[src/hdl/mmf_pkg.sv]
// Shared constants, types and helpers for the masked median filter.
package mmf_pkg;

  // Default values of the top-level parameters.
  localparam int unsigned WINDOW_SIZE_DEF = 3;
  localparam int unsigned MAX_WIDTH_DEF   = 1024;
  localparam int unsigned PIXEL_BITS_DEF  = 24;

  // Configuration port and register field widths.
  localparam int unsigned CFG_DATA_W = 64;
  localparam int unsigned CFG_IDX_W  = 2;
  localparam int unsigned WIDTH_W    = 11;
  localparam int unsigned HEIGHT_W   = 12;
  localparam int unsigned WEIGHT_W   = 4;

  localparam logic [WEIGHT_W-1:0] MAX_WEIGHT = 4'd9;

  // Register reset values.
  localparam logic [WIDTH_W-1:0]    WIDTH_RST   = 11'd640;
  localparam logic [HEIGHT_W-1:0]   HEIGHT_RST  = 12'd480;
  localparam logic [CFG_DATA_W-1:0] MASK_LO_RST = 64'h0000_0001_1111_1111;
  localparam logic [CFG_DATA_W-1:0] MASK_HI_RST = 64'h0;

  // Queue between the front and back parts.
  localparam int unsigned QUEUE_DEPTH = 4;
  localparam int unsigned QCNT_W      = $clog2(QUEUE_DEPTH + 1);

  typedef logic [QCNT_W-1:0] qcnt_t;

  typedef enum logic [CFG_IDX_W-1:0] {
    CFG_WIDTH   = 2'd0,
    CFG_HEIGHT  = 2'd1,
    CFG_MASK_LO = 2'd2,
    CFG_MASK_HI = 2'd3
  } cfg_idx_e;

  // Effective frame geometry and a restart pulse for the position counters.
  typedef struct packed {
    logic [WIDTH_W-1:0]  width;
    logic [HEIGHT_W-1:0] height;
    logic                restart;
  } geom_t;

  // Mask weights above the maximum saturate.
  function automatic logic [WEIGHT_W-1:0] sat_weight(input logic [WEIGHT_W-1:0] w);
    return (w > MAX_WEIGHT) ? MAX_WEIGHT : w;
  endfunction

endpackage

[src/hdl/mmf_queue.sv]
// Short queue of windows between the front and back parts.
module mmf_queue #(
  parameter int unsigned ENTRY_W = 1
) (
  input  logic               clk_i,
  input  logic               rst_ni,
  input  logic               push_i,
  input  logic [ENTRY_W-1:0] entry_i,
  input  logic               pop_i,
  output logic               vld_o,
  output logic [ENTRY_W-1:0] head_o,
  output mmf_pkg::qcnt_t     cnt_o
);
  import mmf_pkg::*;

  localparam int unsigned PW = $clog2(QUEUE_DEPTH);

  logic [ENTRY_W-1:0] slot_q [QUEUE_DEPTH];
  logic [PW-1:0]      wr_q, rd_q;
  qcnt_t              cnt_q;

  assign vld_o  = (cnt_q != '0);
  assign head_o = slot_q[rd_q];
  assign cnt_o  = cnt_q;

  // Storage; the front never pushes into a full queue.
  always_ff @(posedge clk_i) begin
    if (push_i) begin
      slot_q[wr_q] <= entry_i;
    end
  end

  // Pointers and fill count.
  always_ff @(posedge clk_i or negedge rst_ni) begin
    if (!rst_ni) begin
      wr_q  <= '0;
      rd_q  <= '0;
      cnt_q <= '0;
    end else begin
      if (push_i) wr_q <= wr_q + 1'b1;
      if (pop_i) rd_q <= rd_q + 1'b1;
      cnt_q <= cnt_q + qcnt_t'(push_i) - qcnt_t'(pop_i);
    end
  end

endmodule

[config.mk]
export PLATFORM = sky130hd
export DESIGN_NAME = mmf_queue
export DESIGN_NICKNAME = d
export VERILOG_FILES = /design/src/hdl/mmf_pkg.sv /design/src/hdl/mmf_queue.sv
export SDC_FILE = /design/constraint.sdc
export NUM_CORES = 1
export LEC_CHECK = 0
export BUFFER_PORTS_ARGS = -buffer_cell sky130_fd_sc_hd__clkbuf_2
export CORE_AREA = 4 4 41 43
export CTS_CLUSTER_DIAMETER = 50
export DETAILED_ROUTE_END_ITERATION = 8
export DIE_AREA = 0 0 45 47
export GPL_ROUTABILITY_DRIVEN = 0
export PLACE_DENSITY_LB_ADDON = 0.12
export SETUP_SLACK_MARGIN = 0.1
export SLEW_MARGIN = 20
export SYNTH_ARGS = -nofsm -noshare
export SYNTH_HDL_FRONTEND = slang
export SYNTH_SLANG_ARGS = --single-unit
[constraint.sdc]
create_clock -name clk_i -period 1.5 [get_ports clk_i]
set_input_delay 0.075 -clock clk_i [delete_from_list [all_inputs] [get_ports clk_i]]
set_output_delay 0.075 -clock clk_i [all_outputs]
set_load 0.01 [all_outputs]
; Word-level counts from Yosys, hierarchy flattened
; Memory sizes are Yosys's and may differ from the RTL's.
; Cells that the tools add are included.
[op_classes]
addsub = 4
mux = 2
n_reduce_logical = 1
[ops]
columns = cell, count
row1 = $add 2x1->2 const B, 2
row2 = $add 3x1->3, 1
row3 = $reduce_bool 3->1, 1
row4 = $sub 3x1->3, 1
row5 = $mux 1, 2
[word_totals]
ff_bits = 7
ram_bits = 4
in_bits = 5
out_inout_bits = 5
wordCells = 11
mem_count = 1
[mem_list]
columns = memory, words, width, rd, rd_clocked_by_memory_dff, write_ports, line_no
row1 = slot_q, 4, 1, 1, 0, 1, mmf_queue.sv:18  ; logic [ENTRY_W-1:0] slot_q [QUEUE_DEPTH];

; Depth between registers and ports, before layout
; Gate-level depths: netlist of the first run.
[logic_depth]
depth_word = 2
ltp_mapped = 6
depth_no_buf = 6

; Least setup slack after synthesis of the first run
; No wires, ideal clock.
[synth_timing]
path_type = register to register
from = register cnt_q[0], in the netlist cnt_o[0]
to = register cnt_q[2], in the netlist cnt_o[2]
setup_ps = 123
arrival_time_ps = 1389
required_time_ps = 1377
path_slack_ps = -12
path_stages_with_launch = 7
n_path_buf = 0
synth_period_minus_slack_ps = 1512
cell_sequence = dfrtp_1 > inv_1 > ha_1 > inv_1 > ha_1 > fa_1 > xnor2_1
[synth_between]
elab_chain_len = 2
[synth_rtl]
columns = element, line_no
row1 = start: declaration, mmf_queue.sv:20  ; qcnt_t cnt_q;
row2 = start signal: assignment, mmf_queue.sv:42  ; cnt_q <= cnt_q + qcnt_t'(push_i) - qcnt_t'(pop_i);
row3 = $add 3x1->3, mmf_queue.sv:42
row4 = $sub 3x1->3, mmf_queue.sv:42
; Every way passes these cells.
; A chain may end at the register's enable or synchronous reset.

; Worst setup path in the final report of the first run
; Ends and elaborated chain as after synthesis.

==> impl_results.md, run 1 <==
* CP Data Arrival Time at 1610 ps
* Fin nets at 66
* Via density at 4.40
* FF+latch count, synth at 11
* Worst slew pin tran at 182 ps
* Root buf cell: clkbuf_4
* Share of layout cells above drive strength 1 at 0.358
* IO Port Bufs at 9
* Final slew viol count at 0
* Htree depth at 1
* Clk buf depth at 2
* Clock Sink Count at 11
* Largest net degree at the start of global routing at 9
* Switch share at 0.354
* Comb pwr share at 0.415
* Mapped Cells at 38
* Drt drc at 0
* Post-route cell area at 658 sq um
* Worst Hold Path EP: slot_q[1]$_DFFE_PP_
* Final period util at 0.969
* Commonest non-fill, non-tap cell in the layout: clkbuf_2
* Pwr dens at 1910 nW/um^2
* Total track usage at 0.101
* ANT cells at 0
* Sequential power share at 0.425
* Status: complete, no violations
* Fill cell count at 116
* Core area at 1300 sq um
* Rel. slew slack at 0.879
* Placed inst area at 592 sq um
* Leakage dissipation at 0.301 nW
* Initial drt markers at 0
* Remaining Overflow, GRT at 0
* Clock group share of total power at 0.160
* Synth Net Count at 50
* R2R depth at 6
* Die Ht at 47 um
* Die area at 2120 sq um
* # setup viols final at 0
* Critical path fanouts, max at 3
* Multi-input gate area at 233 sq um
* Row count at 13
* Sum of negative setup slack at 0 ps
* Pre-CTS setup slack at 46.3 ps
* First-pass GRT wire length at 1420 um
* Commonest non-fill, non-tap cells in the layout: clkbuf_2 (9), dfrtp_1 (7)
* Pre-Repair DR Iteration Count at 1
* Critical Path Start Type: flip-flop
* Min cycle time layout at 1450 ps
* Register Area at 295 sq um
* CP required at 1650 ps
* CTS tree: done
* Sequential area share after synthesis at 0.565
* Hold violation total from the final report at 0
* Fmax at 688 MHz
* Wire per inst at 11.6 um
* Clk pin slew, worst setup/hold paths at 70 ps
* Syn Std Cell Area at 523 sq um
* Share of the synthesized area in the top cell type at 0.335
* Skew final at 4.07 ps
* RSZ-0062 raised after global routing: true
* Crit path capture type: flip-flop
* Clock latency on the worst-skew pair at 270 ps
* Hold crit path type: in2reg
* Worst r2r src: cnt_o[0]$_DFF_PN0_
* Syn_area_per_cell at 13.8 sq um
* Peak VDD IR at 0.000867 V
* Internal Power at 0.810 mW
* Initial core utilization at 0.402
* CTS Buf Count at 3
* Netlist cell types at 12
* Max-cap violation count at 0
* Synth warn at 0
* Initial antenna violation count at 0
* Hold path cells at 1
* Final HPWL DP at 629 um
* ANT nets after route at 0
* Area leader, netlist: dfrtp_1
* Worst Hold Launch: entry_i
* Top post-synthesis cells by area: dfrtp_1 (33%), edfxtp_1 (23%), ha_1 (14%)
* Reg-to-Reg End: cnt_o[2]$_DFF_PN0_
* I/O pins at 10
* Vias in the first global route at 315
* Setup CP Type: reg2reg
* Synth-to-layout area growth at 25.8%
* Final wirelength at 790 um
* Final WS setup at 45.9 ps
* Chip width at 45 um
* Sw Pwr at 0.445 mW
* R2R Setup Slk at 50 ps
* Routed vias at 299
[worst max-delay path by stage]
stage	start	end	slack, ps	depth (start not counted)
2_1_floorplan	cnt_o[0]$_DFF_PN0_	cnt_o[2]$_DFF_PN0_	50	6
3_3_place_gp	cnt_o[0]$_DFF_PN0_	cnt_o[1]$_DFF_PN0_	100	5
3_5_place_dp	cnt_o[0]$_DFF_PN0_	cnt_o[1]$_DFF_PN0_	50	5
4_1_cts	cnt_o[0]$_DFF_PN0_	cnt_o[1]$_DFF_PN0_	30	5
5_1_grt	cnt_o[0]$_DFF_PN0_	cnt_o[2]$_DFF_PN0_	7	6
6_report	cnt_o[0]$_DFF_PN0_	cnt_o[2]$_DFF_PN0_	50	6
[timing repair]
action	CTS	global route
hold buffers	1	0
cloned	0	0
setup endpoints to repair	3	2
pin swaps	0	3
hold endpoints to repair	7	0
setup buffers	1	0
resized for setup	0	4
[Yosys cell counts]
library cell / instances
inv_1: 6
xnor2_1: 2
or3_1: 1
o21ai_0: 1
nand2_1: 2
dfrtp_1: 7
mux4_2: 1
xor2_1: 3
fa_1: 1
ha_1: 6
and2_1: 4
edfxtp_1: 4
[sequential cells by signal, indices dropped and copies added (netlist names)]
| name | cells |
|---|---|
| slot_q | 4 |
| rd_q | 2 |
| wr_q | 2 |
| cnt_o | 3 |
[area by class of cell]
class | count | share of cell area
Sequential cell | 11 | 0.449
Multi-Input combinational cell | 21 | 0.354
Timing Repair Buffer | 11 | 0.0951
Clock buffer | 4 | 0.0399
Inverter | 6 | 0.0342
Tap cell | 15 | 0.0285
[power groups by stage]
stage	logic, mW	clock network [mW]	registers (mW)
3_3_place_gp	0.427	0	0.534
4_1_cts	0.498	0.207	0.531
5_1_grt	0.590	0.220	0.549
6_report	0.521	0.201	0.533
2_1_floorplan	0.297	0	0.544
3_5_place_dp	0.463	0	0.540
[through the flow]
| step | power, mW | util | cells | hold WS [ps] |
|---|---|---|---|---|
| final | 1.25 | 0.506 | 68 | 15.8 |
| after CTS | 1.24 | 0.488 | 68 | 14.8 |
| after detailed placement | 1.00 | 0.455 | 62 | -71.1 |
| after floorplan | 0.841 | - | 38 | -221 |
| after global placement | 0.961 | 0.455 | 62 | -77.9 |
| after global routing | 1.36 | 0.506 | 68 | 22.7 |
[critical path, stage by stage, from the launching register on]
cell     delay [ps]
dfrtp_1         370
inv_2            60
ha_4            250
inv_2            40
ha_4            150
fa_2            350
xnor2_1         130
[cells by family (layout without fill, tap and decap cells)]
| logic type | Yosys count | count (layout) | share of synthesized area |
|---|---|---|---|
| multiplexers | 1 | 1 | 0.0431 |
| XOR/XNOR | 5 | 5 | 0.0837 |
| buffers and inverters | 6 | 21 | 0.0431 |
| AO/OA/AOI/OAI | 1 | 1 | 0.00956 |
| adder cells (fa/ha/maj) | 7 | 7 | 0.182 |
| flip-flops | 11 | 11 | 0.565 |
| AND/OR/NAND/NOR | 7 | 7 | 0.0742 |
[layer usage]
layer	vias to the layer above	part of all wire	track usage	wire length, um
met3	3	0.041	0.0230	32
met4	0	0.032	0.0877	25
met2	7	0.54	0.164	426
met1	138	0.39	0.111	306
met5	-	0	0	0
li1	151	-	-	-
No activity file was read; power rests on OpenSTA's default activity.
==> inputs of run 2 (changes only) <==
CTS_BUF_LIST = sky130_fd_sc_hd__clkbuf_4 sky130_fd_sc_hd__clkbuf_8   (was unset)
==> impl_results.md, run 2 (synthesis gave the netlist of run 1 again) <==
* Skew final at 0.126 ps (-3.94 ps)
* Min cycle time layout at 1460 ps (+10.5 ps)
* Die area at 2120 sq um (unchanged)
* Die Ht at 47 um (unchanged)
* Routed vias at 300 (+0.33%)
* Vias in the first global route at 322 (+2.2%)
* Worst slew pin tran at 180 ps (-1.98 ps)
* Crit path capture type: flip-flop
* Rel. slew slack at 0.880 (+0.00132)
* Initial antenna violation count at 0 (unchanged)
* Largest register FFs at 4 (unchanged)
* Root buf cell: clkbuf_4
* CTS tree: done
* Hold crit path type: in2reg
* Synth-to-layout area growth at 22.2%
* Sequential power share at 0.431 (+0.006)
* Final WS setup at 35.4 ps (-10.5 ps)
* Status: complete, no violations
* Initial drt markers at 6 (+6)
* Wire per inst at 11.5 um (-1.1%)
* Leakage dissipation at 0.305 nW (+1.3%)
* CP required at 1700 ps (+50 ps)
* Fin nets at 66 (unchanged)
* ANT nets after route at 0 (unchanged)
* Via density at 4.41 (+0.33%)
* Core Util, Final at 0.491 (-0.0144)
* Final wirelength at 781 um (-1.1%)
* WHS at 20.9 ps (+5.15 ps)
* Clk buf depth at 2 (unchanged)
* Comb pwr share at 0.393 (-0.022)
* Setup CP Type: reg2reg
* Pre-Repair DR Iteration Count at 3 (+2)
* Core area at 1300 sq um (unchanged)
* Met3 Use GR at 0.0230 (unchanged)
* Final slew viol count at 0 (unchanged)
* Fill cell count at 117 (+0.86%)
* Commonest non-fill, non-tap cell in the layout: clkbuf_2
* Chip width at 45 um (unchanged)
* Largest Register: slot_q
* Switch share at 0.342 (-0.0124)
* RSZ-0062 raised after global routing: true
* IO Port Bufs at 9 (unchanged)
* Initial core utilization at 0.402 (unchanged)
* Clk pin slew, worst setup/hold paths at 70 ps (about the same)
* Peak VDD IR at 0.000863 V (-0.53%)
* First-pass GRT wire length at 1400 um (-1.5%)
* CTS Buf Count at 3 (unchanged)
* Met2 global-route usage at 0.164 (unchanged)
* Final HPWL DP at 629 um (unchanged)
* Fmax at 683 MHz (-0.72%)
* Critical Path Start Type: flip-flop
* Total track usage at 0.0991 (-0.00161)
* Max-cap violation count at 0 (unchanged)
* Critical path fanouts, max at 3 (unchanged)
* Hold violation total from the final report at 0 (unchanged)
* GRT Max-Usage Layer: met2
* Sum of negative setup slack at 0 ps (unchanged)
* Final period util at 0.976 (+0.00701)
* ANT cells at 0 (unchanged)
* Sw Pwr at 0.419 mW (-5.7%)
* Clock group share of total power at 0.175 (+0.015)
* Pre-CTS setup slack at 46.3 ps (unchanged)
* # setup viols final at 0 (unchanged)
* Commonest non-fill, non-tap cells in the layout: clkbuf_2 (9), dfrtp_1 (7), inv_1 (6)
* Pwr dens at 1920 nW/um^2 (+0.57%)
* Largest net degree at the start of global routing at 9 (unchanged)
* Share of layout cells above drive strength 1 at 0.321 (-0.0377)
* Htree depth at 1 (unchanged)
* Clock Sink Count at 11 (unchanged)
* Grt met1 use at 0.106 (-0.00482)
* Remaining Overflow, GRT at 0 (unchanged)
* Internal Power at 0.807 mW (-0.43%)
* I/O pins at 10 (unchanged)
* Drt drc at 0 (unchanged)
* CP Data Arrival Time at 1670 ps (+60 ps)
* Clock latency on the worst-skew pair at 260 ps (about the same)
* Row count at 13 (unchanged)
==> run 2: cell type report <==
class | instances | area, sq um | area share
sequential | 11 | 295 | 0.462
multi-input combinational | 21 | 210 | 0.329
timing repair buffer | 11 | 62.6 | 0.0978
clock buffer | 4 | 30.0 | 0.0470
inverter | 6 | 22.5 | 0.0352
tap | 15 | 18.8 | 0.0294
==> run 2: worst paths after layout <==
path                            slack, ps                start  depth (start not counted)                   to
worst max-delay path                   40   cnt_o[0]$_DFF_PN0_                          5   cnt_o[1]$_DFF_PN0_
worst min-delay path                   20              entry_i                          1  slot_q[2]$_DFFE_PP_
worst max register to register         40   cnt_o[0]$_DFF_PN0_                          5   cnt_o[1]$_DFF_PN0_
worst min register to register        490  rd_q[1]$_DFFE_PN0P_                          1  rd_q[1]$_DFFE_PN0P_
max in group asynchronous            1160               rst_ni                          2  wr_q[0]$_DFFE_PN0P_
min in group asynchronous             180               rst_ni                          2  rd_q[1]$_DFFE_PN0P_
==> run 2: metrics by stage <==
step / area [sq um] / cells / power [mW]
floorplan: 528 / 38 / 0.841
global placement: 592 / 62 / 0.961
detailed placement: 592 / 62 / 1.00
CTS: 639 / 68 / 1.25
global route: 639 / 68 / 1.34
finish: 639 / 68 / 1.23
==> run 2: worst max-delay path, stage by stage, from the launching register on <==
cell     delay (ps)
dfrtp_1         360
inv_1            50
ha_1            270
inv_1            50
ha_2            170
fa_2            510
==> run 2: what timing repair did <==
item	CTS	global route
setup endpoints to repair	3	2
endpoints found under the hold margin	7	0
hold buffers	1	0
resized for setup	0	0
buffers inserted	1	0
==> run 2: power by group through the flow <==
stage | sequential, mW | combinational, mW | clock (mW)
finish | 0.529 | 0.482 | 0.215
detailed placement | 0.540 | 0.463 | 0
global placement | 0.534 | 0.427 | 0
global route | 0.545 | 0.553 | 0.241
CTS | 0.529 | 0.497 | 0.226
floorplan | 0.544 | 0.297 | 0
==> run 2: per-layer routing <==
| metal | wire (um) | vias to the layer above |
|---|---|---|
| li1 | - | 152 |
| met1 | 301 | 138 |
| met2 | 425 | 7 |
| met3 | 31 | 3 |
| met4 | 23 | 0 |
| met5 | 0 | - |
==> inputs of run 3 (changes only) <==
MAX_ROUTING_LAYER = met4   (was unset)
clock period = 1.55 ns   (was 1.5 ns; I/O delays follow)
==> impl_results.md, run 3 (synthesis gave the netlist of run 1 again) <==
* Status: complete, no violations
* Remaining Overflow, GRT at 0 (unchanged)
* Sw Pwr at 0.418 mW (-0.33%)
* Fin nets at 67 (+1.5%)
* Sequential power share at 0.428 (-0.003)
* Rel. slew slack at 0.868 (-0.0122)
* I/O pins at 10 (unchanged)
* Pwr dens at 1870 nW/um^2 (-2.4%)
* Hold path cells at 2 (+1)
* Synth-to-layout area growth at 23.7%
* Largest register FFs at 4 (unchanged)
* Peak VDD IR at 0.000675 V (-22%)
* WHS at 29.8 ps (+8.91 ps)
* CP Data Arrival Time at 1590 ps (-80 ps)
* Row count at 13 (unchanged)
* Setup CP Type: reg2reg
* Final wirelength at 857 um (+9.7%)
* Wire per inst at 12.4 um (+8.1%)
* Clk pin slew, worst setup/hold paths at 70 ps (about the same)
* Internal Power at 0.793 mW (-1.8%)
* RSZ-0062 raised after global routing: true
* Reg-to-Reg End: cnt_o[2]$_DFF_PN0_
* Worst setup path start: cnt_o[0]$_DFF_PN0_
* Vias in the first global route at 330 (+2.5%)
* Final period util at 0.930 (-0.0466)
* Switch share at 0.345 (+0.00328)
* Fill cell count at 125 (+6.8%)
* # setup viols final at 0 (unchanged)
* Die area at 2120 sq um (unchanged)
* Clock Sink Count at 11 (unchanged)
* Worst slew pin tran at 198 ps (+18.2 ps)
* Post-route cell area at 647 sq um (+1.2%)
* CTS tree: done
* Core area at 1300 sq um (unchanged)
* Commonest non-fill, non-tap cells in the layout: clkbuf_2 (9), dfrtp_1 (7), inv_1 (6)
* CTS Buf Count at 3 (unchanged)
* Hold violation total from the final report at 0 (unchanged)
* Final slew viol count at 0 (unchanged)
* Pre-Repair DR Iteration Count at 4 (+1)
* R2R Setup Slk at 110 ps (+70 ps)
* Skew final at 1.68 ps (+1.56 ps)
* Worst r2r src: cnt_o[0]$_DFF_PN0_
* ANT nets after route at 0 (unchanged)
* Placed inst area at 589 sq um (-0.42%)
* Total track usage at 0.0970 (-0.00210)
* Leakage dissipation at 0.310 nW (+1.6%)
* Die Ht at 47 um (unchanged)
* Hold crit path type: in2reg
* ANT cells at 0 (unchanged)
* R2R depth at 6 (+1)
* Core Util, Final at 0.497 (+0.00577)
* Clock group share of total power at 0.174 (about the same)
* Initial antenna violation count at 0 (unchanged)
* Max-cap violation count at 0 (unchanged)
* Share of layout cells above drive strength 1 at 0.333 (+0.0126)
* Root buf cell: clkbuf_4
* Worst Hold Path EP: rd_q[0]$_DFFE_PN0P_
* Drt drc at 0 (unchanged)
* Register Area at 295 sq um (unchanged)
* Sum of negative setup slack at 0 ps (unchanged)
* Fmax at 694 MHz (+1.6%)
* Via density at 4.70 (+6.4%)
* Clock latency on the worst-skew pair at 260 ps (about the same)
* Chip width at 45 um (unchanged)
* Largest Register: slot_q
* Routed vias at 324 (+8.0%)
* Total power at 1.21 mW (-1.3%)
* Worst Hold Launch: pop_i
* Critical path fanouts, max at 2 (-1)
* Initial drt markers at 1 (-5)
* Crit path capture type: flip-flop
* CP required at 1700 ps (about the same)
* Critical Path Start Type: flip-flop
* Comb pwr share at 0.398 (+0.005)
* Initial core utilization at 0.402 (unchanged)
* Multi-input gate area at 210 sq um (unchanged)
* Clk buf depth at 2 (unchanged)
* Min cycle time layout at 1440 ps (-23.4 ps)
* Largest net degree at the start of global routing at 9 (unchanged)
* First-pass GRT wire length at 1330 um (-4.9%)
* Htree depth at 1 (unchanged)
* IO Port Bufs at 9 (unchanged)
* Commonest non-fill, non-tap cell in the layout: clkbuf_2
run 3: area by class of cell:
type,count,area share
clock buffer,4,0.0464
inverter,6,0.0348
multi-input combinational,21,0.325
sequential,11,0.456
tap,15,0.0290
timing repair buffer,12,0.108
run 3: metal layers:
layer  up-vias  GRT usage  part of all wire
met5         -          -                 0
met4         0     0.0526                 0
met3         0     0.0460             0.048
met2         8      0.158              0.54
met1       163     0.0952              0.41
li1        153          -                 -
run 3: what timing repair did:
| action | CTS | global route |
|---|---|---|
| setup endpoints to repair | 2 | 3 |
| pin swaps | 0 | 1 |
| endpoints found under the hold margin | 7 | 0 |
| setup buffers | 1 | 1 |
| gates resized for setup | 0 | 1 |
| hold buffers | 1 | 0 |
run 3: how the worst max path moves through the flow:
stage                               endpoint  slack [ps]
after floorplan           cnt_o[2]$_DFF_PN0_          80
after global placement    cnt_o[1]$_DFF_PN0_         130
after detailed placement  cnt_o[2]$_DFF_PN0_          90
after CTS                 cnt_o[2]$_DFF_PN0_         100
after global routing      cnt_o[2]$_DFF_PN0_          60
final                     cnt_o[2]$_DFF_PN0_         110
run 3: metrics by stage:
stage,instances,worst slack [ps]
finish,69,109
CTS,68,97.0
floorplan,38,79.1
detailed placement,62,86.1
global placement,62,129
global route,69,57.7
run 3: critical path: stages, from the launching register on:
cell	delay [ps]
dfrtp_1	360
inv_1	50
ha_1	260
inv_1	40
ha_2	160
fa_2	330
xnor2_1	130
run 3: power by group through the flow:
stage / registers, mW / clock network [mW] / logic, mW
after detailed placement: 0.530 / 0 / 0.435
after CTS: 0.522 / 0.221 / 0.463
final: 0.518 / 0.211 / 0.482
after global placement: 0.517 / 0 / 0.411
after global routing: 0.526 / 0.239 / 0.551
after floorplan: 0.527 / 0 / 0.286
